File: src/hw/rtl/lbp_pkg.sv
`timescale 1ns / 1ps

package lbp_pkg;

   // fixed field widths
   localparam int FIELD_W            = 64;
   localparam int COUNT_W            = 7;
   localparam int MSG_W              = 32;
   localparam int BYTE_W             = 8;
   localparam int PEND_W             = 7;
   localparam int MAX_FIELD_BITS_DEF = 64;

   // stream payload widths, padded to whole bytes
   localparam int REQ_DATA_W = ((FIELD_W + COUNT_W + 7) / 8) * 8;
   localparam int RSP_DATA_W = ((BYTE_W + MSG_W + 7) / 8) * 8;

   // controller to datapath
   typedef struct packed {
      logic load;    // take the accepted beat into the bit buffer
      logic emit;    // move the low byte into the output register
      logic finish;  // close the item: update bit position, flush on end of message
   } lbp_cmd_type;

   // datapath to controller
   typedef struct packed {
      logic has_byte;  // a byte is ready to leave the buffer
      logic is_last;   // that byte is the last one of the item
      logic out_free;  // output register can take a byte this cycle
   } lbp_status_type;

endpackage

File: src/hw/rtl/lsb_first_bit_packer_unit.sv
`timescale 1ns / 1ps

// lsb-first variable length bit packer
// input beats carry a value and its bit count (clamped to 64); the bits are
// appended least significant bit first behind the bits of earlier beats, and
// every completed byte leaves as one output beat. req_tlast marks the end of
// a message: a partial byte is sent padded with zeros and the bit count of
// the message restarts. each output beat carries the byte and the saturating
// bit count of the message up to and including its input beat; rsp_tlast
// marks the last byte caused by one input beat.
// an input beat occupies the unit until every byte it completes has left
// the bit buffer (at most nine for a 64-bit field with end of message), one
// byte per cycle through the single output register while the receiver
// takes them. bytes move from the bit buffer into the output register; when
// the receiver stalls, that register holds its byte and byte extraction
// waits. a new input beat may still be taken while the final byte of the
// previous one waits. reset clears the pending bits, the bit count and the
// output valid; no beat is held across reset.
module lsb_first_bit_packer_unit #(
   parameter int MAX_FIELD_BITS = lbp_pkg::MAX_FIELD_BITS_DEF
) (
   input  logic                             clock,
   input  logic                             reset,
   input  logic                             req_tvalid,
   output logic                             req_tready,
   // field_value [63:0], field_bits [70:64], zero [71]
   input  logic [lbp_pkg::REQ_DATA_W-1:0]   req_tdata,
   input  logic                             req_tlast,
   output logic                             rsp_tvalid,
   input  logic                             rsp_tready,
   // packed_byte [7:0], message_bits [39:8]
   output logic [lbp_pkg::RSP_DATA_W-1:0]   rsp_tdata,
   output logic                             rsp_tlast
);
   import lbp_pkg::*;

   lbp_cmd_type    cmd;
   lbp_status_type status;

   logic [BYTE_W-1:0] packed_byte;
   logic [MSG_W-1:0]  message_bits;

   // sequencing
   lbp_ctrl u_ctrl (
      .clock      (clock),
      .reset      (reset),
      .req_tvalid (req_tvalid),
      .req_tready (req_tready),
      .status     (status),
      .cmd        (cmd)
   );

   // bit buffer and output register
   lbp_dpath #(
      .MAX_FIELD_BITS (MAX_FIELD_BITS)
   ) u_dpath (
      .clock          (clock),
      .reset          (reset),
      .field_value    (req_tdata[FIELD_W-1:0]),
      .field_bits     (req_tdata[FIELD_W+COUNT_W-1:FIELD_W]),
      .end_of_message (req_tlast),
      .cmd            (cmd),
      .status         (status),
      .rsp_valid      (rsp_tvalid),
      .rsp_ready      (rsp_tready),
      .packed_byte    (packed_byte),
      .last_of_run    (rsp_tlast),
      .message_bits   (message_bits)
   );

   assign rsp_tdata = RSP_DATA_W'({message_bits, packed_byte});

endmodule

File: src/hw/rtl/lbp_ctrl.sv
`timescale 1ns / 1ps

module lbp_ctrl (
   input  logic                        clock,
   input  logic                        reset,
   input  logic                        req_tvalid,
   output logic                        req_tready,
   input  lbp_pkg::lbp_status_type     status,
   output lbp_pkg::lbp_cmd_type        cmd
);
   import lbp_pkg::*;

   typedef enum logic {
      ST_IDLE,
      ST_EMIT
   } state_type;

   state_type state_ff;
   state_type state_in;

   // next state and commands
   always_comb begin
      state_in   = state_ff;
      cmd        = '0;
      req_tready = 1'b0;
      case (state_ff)
         ST_IDLE: begin
            req_tready = 1'b1;
            if (req_tvalid) begin
               cmd.load = 1'b1;
               state_in = ST_EMIT;
            end
         end
         ST_EMIT: begin
            if (!status.has_byte) begin
               cmd.finish = 1'b1;
               state_in   = ST_IDLE;
            end else if (status.out_free) begin
               cmd.emit = 1'b1;
               if (status.is_last) begin
                  cmd.finish = 1'b1;
                  state_in   = ST_IDLE;
               end
            end
         end
         default: begin
            state_in = ST_IDLE;
         end
      endcase
   end

   // state register
   always_ff @(posedge clock) begin
      if (reset) begin
         state_ff <= ST_IDLE;
      end else begin
         state_ff <= state_in;
      end
   end

endmodule

File: src/hw/rtl/lbp_dpath.sv
`timescale 1ns / 1ps

module lbp_dpath #(
   parameter int MAX_FIELD_BITS = lbp_pkg::MAX_FIELD_BITS_DEF
) (
   input  logic                          clock,
   input  logic                          reset,
   input  logic [lbp_pkg::FIELD_W-1:0]   field_value,
   input  logic [lbp_pkg::COUNT_W-1:0]   field_bits,
   input  logic                          end_of_message,
   input  lbp_pkg::lbp_cmd_type          cmd,
   output lbp_pkg::lbp_status_type       status,
   output logic                          rsp_valid,
   input  logic                          rsp_ready,
   output logic [lbp_pkg::BYTE_W-1:0]    packed_byte,
   output logic                          last_of_run,
   output logic [lbp_pkg::MSG_W-1:0]     message_bits
);
   import lbp_pkg::*;

   localparam int BUF_W = MAX_FIELD_BITS + PEND_W;
   localparam int TOT_W = $clog2(BUF_W + 1);

   localparam logic [COUNT_W-1:0] MAX_NB  = COUNT_W'(MAX_FIELD_BITS);
   localparam logic [TOT_W:0]     ONE_B   = (TOT_W + 1)'(BYTE_W);
   localparam logic [TOT_W:0]     TWO_B   = (TOT_W + 1)'(2 * BYTE_W);

   logic [BUF_W-1:0]  buf_ff,    buf_in;
   logic [TOT_W-1:0]  total_ff,  total_in;
   logic              eom_ff;
   logic [MSG_W-1:0]  msg_ff;
   logic [MSG_W-1:0]  bitpos_ff, bitpos_in;
   logic              rsp_valid_ff;
   logic [BYTE_W-1:0] rsp_byte_ff;
   logic              rsp_last_ff;
   logic [MSG_W-1:0]  rsp_msg_ff;

   logic [COUNT_W-1:0]        nb;
   logic [FIELD_W-1:0]        mask;
   logic [FIELD_W-1:0]        val_masked;
   logic [BUF_W-1:0]          val_placed;
   logic [BUF_W-1:0]          load_buf;
   logic [TOT_W-1:0]          load_total;
   logic [MSG_W:0]            msg_sum;
   logic [MSG_W-1:0]          msg_sat;
   logic [TOT_W:0]            total_x;

   // clamp the count and mask stray data bits
   always_comb begin
      nb   = (field_bits > MAX_NB) ? MAX_NB : field_bits;
      mask = (nb >= COUNT_W'(FIELD_W)) ? {FIELD_W{1'b1}} : ~({FIELD_W{1'b1}} << nb);
      val_masked = field_value & mask;
   end

   // append the new field above the pending bits
   always_comb begin
      val_placed = BUF_W'(val_masked[MAX_FIELD_BITS-1:0]) << total_ff[2:0];
      load_buf   = val_placed | BUF_W'(buf_ff[PEND_W-1:0]);
      load_total = TOT_W'(total_ff[2:0]) + TOT_W'(nb);
   end

   // saturating message length
   always_comb begin
      msg_sum = {1'b0, bitpos_ff} + (MSG_W + 1)'(nb);
      msg_sat = msg_sum[MSG_W] ? {MSG_W{1'b1}} : msg_sum[MSG_W-1:0];
   end

   // status toward the controller
   always_comb begin
      total_x         = {1'b0, total_ff};
      status.has_byte = (total_x >= ONE_B) || (eom_ff && (total_ff != '0));
      status.is_last  = (total_x < ONE_B) ||
                        ((total_x < TWO_B) && !(eom_ff && (total_x != ONE_B)));
      status.out_free = !rsp_valid_ff || rsp_ready;
   end

   // buffer, count and bit position updates
   always_comb begin
      buf_in    = buf_ff;
      total_in  = total_ff;
      bitpos_in = bitpos_ff;
      if (cmd.load) begin
         buf_in   = load_buf;
         total_in = load_total;
      end
      if (cmd.emit) begin
         buf_in   = buf_ff >> BYTE_W;
         total_in = (total_x >= ONE_B) ? (total_ff - TOT_W'(BYTE_W)) : '0;
      end
      if (cmd.finish) begin
         if (eom_ff) begin
            buf_in    = '0;
            total_in  = '0;
            bitpos_in = '0;
         end else begin
            bitpos_in = msg_ff;
         end
      end
   end

   // control state
   always_ff @(posedge clock) begin
      if (reset) begin
         buf_ff       <= '0;
         total_ff     <= '0;
         bitpos_ff    <= '0;
         rsp_valid_ff <= 1'b0;
      end else begin
         buf_ff    <= buf_in;
         total_ff  <= total_in;
         bitpos_ff <= bitpos_in;
         if (cmd.emit) begin
            rsp_valid_ff <= 1'b1;
         end else if (rsp_ready) begin
            rsp_valid_ff <= 1'b0;
         end
      end
   end

   // per item payload and output register
   always_ff @(posedge clock) begin
      if (cmd.load) begin
         eom_ff <= end_of_message;
         msg_ff <= msg_sat;
      end
      if (cmd.emit) begin
         rsp_byte_ff <= buf_ff[BYTE_W-1:0];
         rsp_last_ff <= status.is_last;
         rsp_msg_ff  <= msg_ff;
      end
   end

   assign rsp_valid    = rsp_valid_ff;
   assign packed_byte  = rsp_byte_ff;
   assign last_of_run  = rsp_last_ff;
   assign message_bits = rsp_msg_ff;

endmodule

File: config.mk
export PLATFORM = sky130hd
export DESIGN_NAME = lsb_first_bit_packer_unit
export DESIGN_NICKNAME = d
export VERILOG_FILES = /design/src/hw/rtl/lbp_pkg.sv /design/src/hw/rtl/lsb_first_bit_packer_unit.sv /design/src/hw/rtl/lbp_ctrl.sv /design/src/hw/rtl/lbp_dpath.sv
export SDC_FILE = /design/constraint.sdc
export NUM_CORES = 1
export LEC_CHECK = 0
export BUFFER_PORTS_ARGS = -buffer_cell sky130_fd_sc_hd__buf_4
export CORE_MARGIN = 2
export CORE_UTILIZATION = 45
export CTS_CLUSTER_SIZE = 8
export DETAILED_ROUTE_END_ITERATION = 16
export HOLD_SLACK_MARGIN = 0.03
export PLACE_DENSITY = 0.72
export SLEW_MARGIN = 20
export SYNTH_ARGS = -nofsm -noshare
export SYNTH_HDL_FRONTEND = slang
export SYNTH_SLANG_ARGS = --single-unit
File: constraint.sdc
create_clock -name clock -period 4.3 [get_ports clock]
set_clock_uncertainty 0.1 [all_clocks]
set_input_delay 0.215 -clock clock [delete_from_list [all_inputs] [get_ports clock]]
set_output_delay 0.215 -clock clock [all_outputs]
set_load 0.005 [all_outputs]
# Word-level counts from Yosys, hierarchy flattened
# Cells that the tools add are included.
# word_totals
register_bits	186
output_inout_bits	43
word_cells	61
# classes
add_sub_neg	3
n_lt_le_gt_ge	5
eq_ne	1
shift	2
n_mux	26
bitwise_logic	4
n_reduce_logical	10
# op_table
cell	count
two-way mux 71 bit	4
bitwise OR 71 x 7 -> 71 bit	1
<< shifter 64 x 3 -> 71 bit	1
AND 64 bit	1
two-way mux 64 bit	1
NOT 64 bit	1
<< shifter 64 x 7 -> 64 bit, first input constant	1
two-way mux 7 bit	6
adder 32 x 7 -> 33 bit	1
two-way mux 32 bit	1
two-way mux 1 bit	11
adder 3 x 7 -> 7 bit	1
>= comparator 7 x 4 -> 1 bit, second input constant	1
>= comparator 7 bit, second input constant	1
> comparator 7 bit, second input constant	1
less-than comparator 7 x 4 -> 1 bit, second input constant	1
less-than comparator 7 x 5 -> 1 bit, second input constant	1
!= test 7 x 4 -> 1 bit, second input constant	1
nonzero test 7 bit	1
subtractor 7 x 4 -> 7 bit, second input constant	1
two-way mux 2 bit	2
logical AND 1 bit	3
logical OR 1 bit	3
logical NOT 1 bit	2
other kinds (3)	3

# Depth between registers and ports, before layout
# logic_depth
ltp_word	12
ltp_mapped	14
ltp_nobuf	10

# Cells and area by module
# A second synthesis with hierarchy kept.
# unflattened
cells_unflattened	1267
hier_area_um2	10951.8
# modules_own_cells
mod	n_inst	cells_per_inst	area_per_inst_um2	seq_area_each_um2
lbp_dpath	1	1258	10885.4	4444.3
lbp_ctrl	1	9	66.3	20.0

# Least setup slack after synthesis
# No wires, ideal clock.
# synth_path
kind	input-to-reg
start	input port req_tdata[64] (netlist bit)
end	register u_dpath.msg_ff[28], data pin
setup_time_ns	0.264
t_arrival_ns	2.732
path_slack_ns	1.204
stages	13
n_path_buf	3
path_cell_list	buf_2 -> clkbuf_1 -> nor2b_1 -> ha_1 -> inv_1 -> fa_1 -> nor2b_1 -> o21a_1 -> o21ai_0 -> a21oi_1 -> clkbuf_1 -> and3_1 -> a31oi_1
# synth_between
elab_chain_cells	3
# synth_lines
element	line	text
from (decl)	lsb_first_bit_packer_unit.sv:27	input logic [lbp_pkg::REQ_DATA_W-1:0] req_tdata,
> comparator 7 bit	lbp_dpath.sv:50	nb = (field_bits > MAX_NB) ? MAX_NB : field_bits;
two-way mux 7 bit *	lbp_dpath.sv:50	
adder 32 x 7 -> 33 bit *	lbp_dpath.sv:64	msg_sum = {1'b0, bitpos_ff} + (MSG_W + 1)'(nb);
to (signal assigned)	lbp_dpath.sv:124	msg_ff <= msg_sat;
to (decl)	lbp_dpath.sv:31	logic [MSG_W-1:0] msg_ff;
# Every way passes the cells marked *; elsewhere a longest branch is shown, timed or not.
# A chain may end at the register's enable or synchronous reset.

# Worst setup path in the final report
# layout_path
start	register u_dpath.total_ff[4]
end	register u_ctrl.state_ff
# layout_between
elab_chain_cells	9
elab_cells_between_ends	15
cone_classes	order compare (3); eq/ne (1); mux (4); reduce/logical (7)
# layout_lines
element	line	text
from (decl)	lbp_dpath.sv:29	logic [TOT_W-1:0] total_ff, total_in;
from (signal assigned)	lbp_dpath.sv:110	total_ff <= total_in;
parallel branches: the longest is 7 deep, another holds less-than comparator 7 x 5 -> 1 bit	--	
two-way mux 1 bit *	lbp_ctrl.sv:35	if (!status.has_byte) begin
case mux 1 bit (2 select lines) *	lbp_ctrl.sv:26	case (state_ff)
to (signal assigned)	lbp_ctrl.sv:57	state_ff <= state_in;
to (decl)	lbp_ctrl.sv:18	state_type state_ff;
# Mark *: on every way between the ends.

==> results by group <==
Timing
  – Slew Viols, Final: 0
  – Slew at the pin with the worst max-slew slack: around 1.2 ns
  – RSZ-0062 raised after global routing: false
  – Sum of negative setup slack: 0 ns
  – Endpoints failing setup: 0
  – Peak Freq: roughly 310 MHz
  – Max-Slew Margin vs Limit: 21.2%
  – Final worst-path cycle share: around 75%
  – Min Tclk post-route: 3.22 ns
  – Final hold violations: 0

CTS
  – Number of gates resized after cts: 0
  – Number of hold buffers added after CTS: 3
  – Clk sinks: between 150 and 200
  – Clock slew seen by the registers of the worst setup and hold paths: roughly 0.080 ns
  – CTS Buffer Depth: 2
  – H-tree level count: 4
  – CTS tree: yes
  – Clk_lat worst skew: 0.45 ns
  – CTS buffer count: 17
  – Number of setup buffers added after CTS: 0
  – Clk root buf: clkbuf_16

Logic synthesis
  – Most used DFF post-synth: dfxtp_1
  – Synth area leaders: dfxtp_1 20%, edfxtp_1 20%, mux2i_1 5.5%
  – Synth Net Count: between 1000 and 1500
  – Post-synthesis register bit count: 186
  – Synth top area share: between 20% and 30%
  – Synth Area in Compound Gates: 27.4%
  – Post-synthesis mux area share: under 10%
  – Dominant cell type by area after synthesis: dfxtp_1
  – Synth Area in Simple Gates: between 15 and 20%
  – Synth cell types: 86
  – Mapped Area: around 11000 sq um
  – EDFF count, synth: between 70 and 80
  – Adder-Cell Fraction of Synth Area: about 1.7%
  – Asr flop ratio synth: 0%
  – Warnings, synthesis: 0
  – Cells after Synth: about 1300
  – Syn_area_per_cell: roughly 8.8 sq um
  – Sequential fraction of the synthesis area: between 30% and 40%
  – Main combinational cell family by area after synthesis: compound AO/OA/AOI/OAI gates
  – Xor/xnor cell area share of the yosys netlist: under 10%

Pwr
  – Logic pwr share: a little under a third
  – Flop pwr share: just over 40%
  – Sw Ratio: between 30% and 40%
  – Clock power share: between 20% and 30%
  – LEAKAGE: between 4 and 5 nW
  – Switch Pwr: around 2.1 mW
  – Pwr dens: approximately 460 nW/um^2
  – Int Pwr: 3.77 mW
  – Worst IR Drop VDD: around 0.29 mV

Final layout
  – Non-filler cells in the finished layout: 1662
  – Layout Nets: around 1400
  – Fillers: 2277
  – N_diodes: 0
  – Final non-filler cell area: roughly 13000 sq um
  – Area delta synth->final: 14.9%
  – Share of cells above drive strength 1: ~16%

Worst setup path
  – Startpoint Class: flip-flop
  – CP required: around 4.6 ns
  – CP delay by family, top: buffers and inverters
  – Setup crit end kind: flip-flop
  – CP peak stage delay: approximately 0.63 ns
  – Worst Path Buf+Inv: 4
  – Slowest cell on crit path: o21ai_4
  – Most frequent CP cell: inv_1
  – Crit path cell chain: inv_1, ha_1, or4b_1, nand2_1, a21oi_1, o21ai_4, buf_12, inv_1, nor3_1, dlygate4sd3_1
  – CP Class: reg -> reg
  – Worst EP arrival: approximately 3.5 ns
  – Worst-path maximum fanout: 18

Detailed routing
  – Wirelength per Cell: around 22 microns
  – Via/cell ratio: around 6.5
  – Total Wirelength: about 36000 microns
  – Final ANT Viol Nets: 0
  – First DRT Iteration DRCs: around 1200
  – DRC violations left: 0
  – DR vias: about 11000
  – Iteration count of the initial detailed-routing pass: 6

Flow run
  – Max Cap Viol: 0

Global routing
  – Total gr overflow: 0
  – Gr usage total: between 20% and 30%
  – Largest net degree at the start of global routing: 65
  – Vias in the first global route: roughly 10000
  – Initial antenna violation count: 0
  – Global-route wire length before repair: about 56000 microns

Hold path
  – Min-Delay Path Class: in -> reg

Floorplanning
  – Core Footprint: between 20000 and 25000 sq um
  – Initial Util: a little under half
  – Die area: roughly 26000 sq um
  – Placement row count: between 50 and 60
  – Die Span Y: approximately 160 microns
  – I/O pin total: between 100 and 150
  – DIE WIDTH: 162 microns

Place
  – Post-Place Cells: 1627
  – Gpl congestion: between 0.9 and 1
  – Hpwl dp: roughly 25000 microns
  – Port bufs: between 100 and 150
  – Cell Area, Placed: 12200 sq um

Run status
  – Status: completed
worst paths after layout:
path                                    startpoint                            endpoint  slack, ns  depth (start not counted)
setup / recovery    u_dpath.total_ff[4]$_SDFF_PP0_          u_ctrl.state_ff$_SDFF_PP0_       1.08                         10
hold / removal                        req_tdata[0]        u_dpath.buf_ff[0]$_SDFF_PP0_       0.14                          5
setup reg to reg    u_dpath.total_ff[4]$_SDFF_PP0_          u_ctrl.state_ff$_SDFF_PP0_       1.08                         10
hold reg to reg   u_dpath.msg_ff[29]$_SDFFCE_PP1P_  u_dpath.message_bits[29]$_DFFE_PP_       0.34                          0
layout by cell type, fill, tap and decap left out, types with 6 or more instances in the layout:
master	netlist	final
mux2i_1	61	61
ha_1	12	12
a31oi_1	22	22
nand2b_1	7	6
and2_1	13	13
a21o_1	12	12
nor3_1	24	24
xor2_1	12	12
a22o_1	7	7
o32ai_1	6	6
nand2_1	121	121
buf_4	5	140
edfxtp_1	74	74
nand3_1	33	33
and3_1	21	21
or3_1	15	15
mux2_2	10	10
a221o_1	6	6
o211ai_1	32	32
o21ai_1	19	18
dfxtp_1	112	110
o2111ai_1	7	7
a221oi_1	14	14
nor2b_1	8	8
clkbuf_16	0	17
o21a_1	15	15
inv_1	24	23
xnor2_1	7	7
nor2_1	113	113
o22ai_1	22	22
o21ai_0	69	69
o221ai_1	21	21
a211oi_1	9	9
o31ai_1	12	12
a21oi_1	86	86
nand4_1	18	18
a22oi_1	12	12
a211o_1	10	10
metrics by stage:
| stage | utilization [%] | worst slack (ns) | hold WS [ns] | total power, mW |
|---|---|---|---|---|
| floorplan | - | 1.20 | 0.187 | 3.60 |
| global placement | 50.1 | 1.09 | 0.313 | 4.19 |
| detailed placement | 50.1 | 1.03 | 0.312 | 4.22 |
| CTS | 52.8 | 1.06 | 0.144 | 5.86 |
| global route | 52.8 | 0.905 | 0.172 | 6.15 |
| finish | 52.8 | 1.08 | 0.144 | 5.88 |
sequential cells by signal (all words and copies together), names as in the netlist:
| register | cells |
|---|---|
| u_dpath.total_ff | 7 |
| u_dpath.buf_ff | 71 |
| u_ctrl.state_ff | 1 |
| u_dpath.packed_byte | 8 |
| u_dpath.eom_ff | 1 |
| u_dpath.last_of_run | 1 |
| u_dpath.rsp_valid | 1 |
| u_dpath.message_bits | 32 |
| u_dpath.msg_ff | 32 |
| u_dpath.bitpos_ff | 32 |
synth_stat cells, drive strengths merged (5+ instances only):
cell	count
nand2	121
nor2	114
dfxtp	112
o21ai	89
a21oi	86
edfxtp	74
mux2i	62
buf	56
clkbuf	53
nand3	33
o211ai	32
inv	26
nor3	25
o22ai	23
a31oi	22
and3	21
o221ai	21
nand4	18
o21a	16
o31ai	15
or3	15
a221oi	14
and2	13
a21o	12
a22oi	12
ha	12
xor2	12
a211o	10
mux2	10
a211oi	9
nand2b	8
nor2b	8
a22o	7
o2111ai	7
xnor2	7
a221o	6
o32ai	6
a32oi	5
a41oi	5
and4	5
o22a	5
or2	5
layout make-up:
| class | instances | area (sq um) | share of cell area (%) |
|---|---|---|---|
| clock buffer | 18 | 439 | 3.41 |
| multi-input combinational | 949 | 6150 | 47.8 |
| clock inverter | 14 | 194 | 1.51 |
| tap | 324 | 405 | 3.15 |
| inverter | 26 | 97.6 | 0.758 |
| timing repair buffer | 145 | 1120 | 8.71 |
| sequential | 186 | 4470 | 34.7 |
cell families (layout without fill, tap and decap cells):
| logic type | Yosys count | count (layout) |
|---|---|---|
| compound gates | 441 | 441 |
| xor+xnor | 19 | 19 |
| fa+ha+maj | 14 | 14 |
| buf+inv | 135 | 203 |
| flops | 186 | 186 |
| mux | 75 | 75 |
| simple gates | 400 | 400 |
worst min-delay path, delay by kind of cell:
family,cells,cell delay [ns]
compound gates,3,0.27
simple gates,1,0.05
buf+inv,1,0.12
layer usage:
metal	track usage (%)	share of wire, %
met3	4.16	8.2
met2	44.2	47
met1	34.1	39
met5	0	0
met4	17.6	6.7
power by group through the flow:
stage	Sequential, mW	Combinational, mW	Clock, mW
floorplan	2.38	1.22	0
global placement	2.43	1.76	0
detailed placement	2.43	1.78	0
CTS	2.40	1.80	1.66
global route	2.43	1.96	1.75
finish	2.40	1.83	1.65
Power figures use the tool's default switching activity.
